$ cat src/cfd_pkg.sv
// ----------------------------------------------------------------------------
// cfd_pkg
// Shared types and constants for the command frame deframer.
// ----------------------------------------------------------------------------
package cfd_pkg;

    // header bytes
    localparam logic [7:0] HDR_TORQUE = 8'h55;
    localparam logic [7:0] HDR_ANGLE  = 8'h56;

    // body length (counter + payload) per frame kind
    localparam logic [4:0] TORQUE_END = 5'd9;
    localparam logic [4:0] ANGLE_END  = 5'd17;
    localparam int         FRAME_BYTES = 17;

    // parser modes
    localparam logic [1:0] MODE_HUNT   = 2'd0;
    localparam logic [1:0] MODE_TORQUE = 2'd1;
    localparam logic [1:0] MODE_ANGLE  = 2'd2;

    // result status codes
    localparam logic [1:0] STATUS_TORQUE = 2'd0;
    localparam logic [1:0] STATUS_ANGLE  = 2'd1;
    localparam logic [1:0] STATUS_BAD    = 2'd2;

    typedef struct packed {
        logic [1:0]  status;
        logic [7:0]  frame_count;
        logic [31:0] value_0;
        logic [31:0] value_1;
        logic [31:0] value_2;
        logic [31:0] value_3;
    } cfd_result_t;

    // parser to output stage
    typedef struct packed {
        logic        emit;
        cfd_result_t result;
    } cfd_parse_out_t;

endpackage

$ cat src/command_frame_deframer_top.sv
// ----------------------------------------------------------------------------
// command_frame_deframer_top
// A result is loaded into the result register when the parser steps on its checksum byte.
// Throughput: 1 byte per cycle; the input register drains into the parser
// each cycle, stalling only when a result meets a full result register.
// Reset: parser hunts for a header, previous byte and checksum are zero,
// no result pending.
// ----------------------------------------------------------------------------
module command_frame_deframer_top
    import cfd_pkg::*;
(
    input  logic        clk,
    input  logic        rst_n,
    input  logic        in_valid,
    output logic        in_ready,
    input  logic [7:0]  rx_byte,
    output logic        out_valid,
    input  logic        out_ready,
    output logic [1:0]  status,
    output logic [7:0]  frame_count,
    output logic [31:0] value_0,
    output logic [31:0] value_1,
    output logic [31:0] value_2,
    output logic [31:0] value_3
);

    logic           byte_valid_reg;
    logic [7:0]     byte_reg;
    logic           step;
    cfd_parse_out_t parse_out;
    cfd_result_t    result;

    // parser advances unless its result would hit a full result register
    assign step     = byte_valid_reg && (!parse_out.emit || !out_valid || out_ready);
    assign in_ready = !byte_valid_reg || step;

    // input register
    always_ff @(posedge clk or negedge rst_n)
    begin
        if (!rst_n)
        begin
            byte_valid_reg <= 1'b0;
        end
        else if (in_ready)
        begin
            byte_valid_reg <= in_valid;
        end
    end

    always_ff @(posedge clk)
    begin
        if (in_valid && in_ready)
        begin
            byte_reg <= rx_byte;
        end
    end

    cfd_parse u_parse (
        .clk       (clk),
        .rst_n     (rst_n),
        .step      (step),
        .byte_in   (byte_reg),
        .parse_out (parse_out)
    );

    cfd_out_reg u_out (
        .clk        (clk),
        .rst_n      (rst_n),
        .load       (step && parse_out.emit),
        .result_in  (parse_out.result),
        .out_valid  (out_valid),
        .out_ready  (out_ready),
        .result_out (result)
    );

    assign status      = result.status;
    assign frame_count = result.frame_count;
    assign value_0     = result.value_0;
    assign value_1     = result.value_1;
    assign value_2     = result.value_2;
    assign value_3     = result.value_3;

    // checks
    a_status_code: assert property (@(posedge clk) disable iff (!rst_n)
        out_valid |-> (status == STATUS_TORQUE || status == STATUS_ANGLE ||
                       status == STATUS_BAD))
        else $error("unknown status code");

    a_bad_zero: assert property (@(posedge clk) disable iff (!rst_n)
        (out_valid && status == STATUS_BAD) |->
        (frame_count == 8'd0 && value_0 == 32'd0 && value_1 == 32'd0 &&
         value_2 == 32'd0 && value_3 == 32'd0))
        else $error("checksum error result carries data");

    a_torque_upper: assert property (@(posedge clk) disable iff (!rst_n)
        (out_valid && status == STATUS_TORQUE) |->
        (value_0[31:16] == 16'd0 && value_1[31:16] == 16'd0 &&
         value_2[31:16] == 16'd0 && value_3[31:16] == 16'd0))
        else $error("torque result has upper bits set");

endmodule

$ cat src/cfd_parse.sv
// ----------------------------------------------------------------------------
// cfd_parse
// Frame parser: header hunt, body capture, checksum and result assembly.
// ----------------------------------------------------------------------------
module cfd_parse
    import cfd_pkg::*;
(
    input  logic           clk,
    input  logic           rst_n,
    input  logic           step,
    input  logic [7:0]     byte_in,
    output cfd_parse_out_t parse_out
);

    logic [1:0] mode_reg, mode_next;
    logic [4:0] pos_reg, pos_next;
    logic [7:0] prev_reg, prev_next;
    logic [7:0] sum_reg, sum_next;
    logic [7:0] body_reg [FRAME_BYTES];

    logic       in_body;
    logic       at_end;
    logic [4:0] end_pos;

    assign in_body = (mode_reg == MODE_TORQUE) || (mode_reg == MODE_ANGLE);
    assign end_pos = (mode_reg == MODE_TORQUE) ? TORQUE_END : ANGLE_END;
    assign at_end  = in_body && (pos_reg >= end_pos);

    // next state for one byte
    always_comb
    begin
        mode_next = mode_reg;
        pos_next  = pos_reg;
        prev_next = prev_reg;
        sum_next  = sum_reg;
        if (in_body)
        begin
            if (at_end)
            begin
                // checksum byte: back to hunting, previous byte kept
                mode_next = MODE_HUNT;
                pos_next  = 5'd0;
            end
            else
            begin
                pos_next  = pos_reg + 5'd1;
                sum_next  = sum_reg + byte_in;
                prev_next = byte_in;
            end
        end
        else
        begin
            mode_next = MODE_HUNT;
            prev_next = byte_in;
            priority if (prev_reg == HDR_TORQUE && byte_in == HDR_TORQUE)
            begin
                mode_next = MODE_TORQUE;
                pos_next  = 5'd0;
                sum_next  = 8'd0;
            end
            else if (prev_reg == HDR_ANGLE && byte_in == HDR_ANGLE)
            begin
                mode_next = MODE_ANGLE;
                pos_next  = 5'd0;
                sum_next  = 8'd0;
            end
        end
    end

    // control state
    always_ff @(posedge clk or negedge rst_n)
    begin
        if (!rst_n)
        begin
            mode_reg <= MODE_HUNT;
            pos_reg  <= 5'd0;
            prev_reg <= 8'd0;
            sum_reg  <= 8'd0;
        end
        else if (step)
        begin
            mode_reg <= mode_next;
            pos_reg  <= pos_next;
            prev_reg <= prev_next;
            sum_reg  <= sum_next;
        end
    end

    // body byte store, one enable per entry
    always_ff @(posedge clk)
    begin
        for (int i = 0; i < FRAME_BYTES; i++)
        begin
            if (step && in_body && !at_end && pos_reg == 5'(i))
            begin
                body_reg[i] <= byte_in;
            end
        end
    end

    // result assembly from fixed store positions
    always_comb
    begin
        parse_out.emit   = at_end;
        parse_out.result = '0;
        if (byte_in != sum_reg)
        begin
            parse_out.result.status = STATUS_BAD;
        end
        else if (mode_reg == MODE_TORQUE)
        begin
            parse_out.result.status      = STATUS_TORQUE;
            parse_out.result.frame_count = body_reg[0];
            parse_out.result.value_0     = {16'd0, body_reg[1], body_reg[2]};
            parse_out.result.value_1     = {16'd0, body_reg[3], body_reg[4]};
            parse_out.result.value_2     = {16'd0, body_reg[5], body_reg[6]};
            parse_out.result.value_3     = {16'd0, body_reg[7], body_reg[8]};
        end
        else
        begin
            parse_out.result.status      = STATUS_ANGLE;
            parse_out.result.frame_count = body_reg[0];
            parse_out.result.value_0 = {body_reg[1], body_reg[2], body_reg[3], body_reg[4]};
            parse_out.result.value_1 = {body_reg[5], body_reg[6], body_reg[7], body_reg[8]};
            parse_out.result.value_2 = {body_reg[9], body_reg[10], body_reg[11],
                                        body_reg[12]};
            parse_out.result.value_3 = {body_reg[13], body_reg[14], body_reg[15],
                                        body_reg[16]};
        end
    end

endmodule

$ cat src/cfd_out_reg.sv
// ----------------------------------------------------------------------------
// cfd_out_reg
// Result register with valid/ready handshake toward the consumer.
// ----------------------------------------------------------------------------
module cfd_out_reg
    import cfd_pkg::*;
(
    input  logic        clk,
    input  logic        rst_n,
    input  logic        load,
    input  cfd_result_t result_in,
    output logic        out_valid,
    input  logic        out_ready,
    output cfd_result_t result_out
);

    logic        valid_reg;
    cfd_result_t data_reg;

    // valid flag
    always_ff @(posedge clk or negedge rst_n)
    begin
        if (!rst_n)
        begin
            valid_reg <= 1'b0;
        end
        else if (load)
        begin
            valid_reg <= 1'b1;
        end
        else if (out_ready)
        begin
            valid_reg <= 1'b0;
        end
    end

    // payload
    always_ff @(posedge clk)
    begin
        if (load)
        begin
            data_reg <= result_in;
        end
    end

    assign out_valid  = valid_reg;
    assign result_out = data_reg;

endmodule
$ cat config.mk
export PLATFORM = sky130hd
export DESIGN_NAME = command_frame_deframer_top
export DESIGN_NICKNAME = d
export VERILOG_FILES = /design/src/cfd_pkg.sv /design/src/command_frame_deframer_top.sv /design/src/cfd_parse.sv /design/src/cfd_out_reg.sv
export SDC_FILE = /design/constraint.sdc
export NUM_CORES = 1
export LEC_CHECK = 0
export BUFFER_PORTS_ARGS = -buffer_cell sky130_fd_sc_hd__buf_2
export CAP_MARGIN = 20
export CORE_MARGIN = 8
export CORE_UTILIZATION = 30
export CTS_CLUSTER_SIZE = 16
export DETAILED_ROUTE_END_ITERATION = 10
export PLACE_DENSITY = 0.48
export SLEW_MARGIN = 20
export SYNTH_ARGS = -nofsm -noshare
export SYNTH_HDL_FRONTEND = slang
export SYNTH_HIERARCHICAL = 1
export SYNTH_SLANG_ARGS = --single-unit
$ cat constraint.sdc
create_clock -name clk -period 16.6 [get_ports clk]
set_clock_uncertainty 0.05 [all_clocks]
set_input_delay 0.83 -clock clk [delete_from_list [all_inputs] [get_ports clk]]
set_output_delay 0.83 -clock clk [all_outputs]
set_load 0.02 [all_outputs]
==> flow_metrics.tcl <==
set metrics [dict create \
    critPathLaunchType "flip-flop" \
    ys_ff_latch 307 \
    period_share_pct 29.0 \
    fin_tns_setup_ns 0 \
    combPwrFrac_pct 1.9 \
    power.leakage_nw 5.60 \
    worst_slew_margin_rel_pct 33.4 \
    final.min_clock_period_ns 4.82 \
    worst_slew_pin_slew_ns 0.999 \
    synth.largest_area_cell "edfxtp_1" \
    rsz0062_at_grt "false" \
    grt_pass1_wl_mm 39.8 \
    powerDensity_nw_per_um2 113 \
    cp_top_family "compound AO/OA/AOI/OAI gates" \
    cts-root-buf "clkbuf_16" \
    cp_data_required_time_ns 16.67 \
    drtAntennaViolNets 0 \
    synth_flop_cell "edfxtp_1" \
    synth_most_common_cell "edfxtp_1" \
    cts_buffers 35 \
    maxCapViolCount 0 \
    antenna_found_initial 1 \
    critPathMostFrequentCell "inv_1" \
    synthTopCellsByCount "282 x edfxtp_1, 89 x nor2_1, 66 x mux2i_1, 65 x and2_1, 25 x dfrtp_1" \
    num_rows 72 \
    async_flop_share_pct 8.14 \
    drc_errors 0 \
    synth_edf_count 282 \
    total_power_mw 1.61 \
    slew_viol_final 0 \
    crit_arrival_ns 4.89 \
    first_global_vias 6511 \
    placed_cell_area_um2 13200 \
    die_area_um2 45600 \
    crit_chain "inv_1 -> ha_4 -> inv_1 -> ha_1 -> o41a_1 -> o21ba_4 -> a21oi_4 -> nor2_1 -> a21boi_1 -> inv_2 -> a211oi_2 -> nand2_2 -> nor4_2" \
    layout_setup_ws_ns 11.78 \
    drtPass1Iterations 6 \
    p_int_mw 1.28 \
    initial_utilization_pct 30.3 \
    syn_avg_cell_area_um2 16.8 \
    ctsHoldBuffers 0 \
    ys_types 48 \
    cts.sinks 307 \
    core_region_area_um2 38600 \
    fp.dieW_um 213 \
    cts_resized 0 \
    fillers 3746 \
    synth_area_um2 11700 \
    first_iter_violations 293 \
    switchingPower_uw 323 \
    final_core_util_pct 37.0 \
    clk_latency_ns 0.51 \
    endpoint_kind "flip-flop" \
    max_clock_freq_mhz 207 \
    drive_gt1_share_pct 27.3 \
    routabilityCongestion 0.739 \
    design_area_um2 14300 \
    synth_top_area_share_pct 72.4 \
    cp_num_buf_inv 3 \
    gr-total-overflow 0 \
    place_hpwl_mm 17.4 \
    critPathMaxFanout 48 \
    viasPerCell 4.27 \
    p_clk_share_pct 45.3 \
    num_vias 6061 \
    post_cts_buffers 0 \
    p_sw_share_pct 20.1 \
    setup.worst_path.class "reg2reg" \
    ios 152 \
    status "complete, no violations" \
    synthesis.nets 725 \
    h-tree-depth 2 \
    cpMaxStageDelayCell "nor4_2" \
    p_seq_share_pct 52.8 \
    finalSetupViolations 0 \
    synth_warnings 6 \
    final_nets 902 \
    path_clk_slew_ns 0.06 \
    hold_path.class "in2async" \
    pre_cts_ws_ns 11.65 \
    syn_inst 697 \
    numPortBuffers 151 \
    peakVddDrop_v 0.0000593 \
    wl_per_cell_um 18.7 \
    syn2layout_area_growth_pct 21.9 \
    cts_tree "built" \
    drt_wl_total_mm 26.5 \
    track_usage_pct 11.5 \
    grt_max_degree 78 \
    hold_viol_final 0 \
    clock_path_buffers 3 \
    largest_register_ffs 138 \
    max_stage_delay_ns 0.81 \
    fp.dieH_um 213 \
    synth-seq-area-share_pct 77.7 \
    synthTopCellsByArea "edfxtp_1 72%, mux2i_1 5.6%, dfrtp_1 5.3%" \
]
[metrics by stage]
step	hold slack (ns)	instances
6_report	0.287	1419
5_1_grt	0.330	1418
4_1_cts	0.290	1418
3_5_place_dp	0.436	1355
3_3_place_gp	0.411	1355
2_1_floorplan	0.392	697
[power groups by stage]
stage | sequential [mW] | clock (mW) | combinational [mW]
6_report | 0.848 | 0.727 | 0.0311
5_1_grt | 0.848 | 0.778 | 0.0343
4_1_cts | 0.848 | 0.750 | 0.0328
3_5_place_dp | 0.864 | 0 | 0.0325
3_3_place_gp | 0.864 | 0 | 0.0325
2_1_floorplan | 0.868 | 0 | 0.0110
[kinds of logic after synthesis]
| family | share of synthesized area (%) |
|---|---|
| AO/OA/AOI/OAI | 2.70 |
| adder cells (fa/ha/maj) | 1.78 |
| multiplexers | 6.67 |
| buffers and inverters | 1.52 |
| XOR/XNOR | 0.524 |
| AND/OR/NAND/NOR | 9.08 |
| flip-flops | 77.7 |
[worst register-to-register path: stages (launching register included)]
cell and delay (ns):
dfrtp_1 0.38, inv_1 0.11, ha_4 0.69, inv_1 0.11
ha_1 0.30, o41a_1 0.16, o21ba_4 0.24, a21oi_4 0.14
nor2_1 0.10, a21boi_1 0.55, inv_2 0.17, a211oi_2 0.36
nand2_2 0.28, nor4_2 0.81
[area by class of cell]
type                       instances  area, µm²  share of cell area [%]
sequential                       307       9090                    63.8
multi-input combinational        345       2470                    17.3
clock buffer                      43        957                    6.71
timing repair buffer             168        883                    6.19
tap                              518        648                    4.54
clock inverter                    20        143                    1.00
inverter                          17       63.8                   0.447
antenna                            1       2.50                  0.0175
[worst paths after layout]
| path | to | slack, ns | depth (start not counted) | startpoint |
|---|---|---|---|---|
| worst max-delay path | u_parse/body_reg[2][6] | 11.78 | 13 | u_parse/mode_reg[1] |
| worst min-delay path | u_parse/pos_reg[2] | 0.29 | 1 | rst_n |
| worst max register to register | u_parse/body_reg[2][6] | 11.78 | 13 | u_parse/mode_reg[1] |
| worst min register to register | u_parse/mode_reg[1] | 0.44 | 2 | u_parse/mode_reg[1] |
| max in group asynchronous | u_parse/sum_reg[2] | 15.81 | 1 | rst_n |
| min in group clk | u_parse/mode_reg[1] | 0.44 | 2 | u_parse/mode_reg[1] |
[layout by cell type, fill, tap and decap left out, drive strengths merged, types with 3 or more instances in the layout]
cell | synthesis | final
edfxtp | 282 | 282
buf | 7 | 168
nor2 | 89 | 89
mux2i | 66 | 66
and2 | 65 | 65
clkbuf | 21 | 43
dfrtp | 25 | 25
nand2 | 25 | 25
inv | 17 | 19
ha | 15 | 15
clkinv | 0 | 15
o21ai | 9 | 9
mux2 | 8 | 8
a21oi | 7 | 7
nor3 | 6 | 6
a21o | 5 | 5
xnor2 | 5 | 5
o22ai | 5 | 5
nand3 | 5 | 5
nand2b | 3 | 3
or4bb | 3 | 3
nor4 | 3 | 3
[metal layers]
| layer | vias to the layer above | GRT usage (%) | routed length, µm |
|---|---|---|---|
| li1 | 2903 | - | - |
| met1 | 3002 | 14.5 | 11500 |
| met2 | 122 | 20.0 | 13300 |
| met3 | 34 | 2.31 | 1240 |
| met4 | 0 | 2.91 | 485 |
| met5 | - | 0 | 0 |
Power figures use the tool's default switching activity.
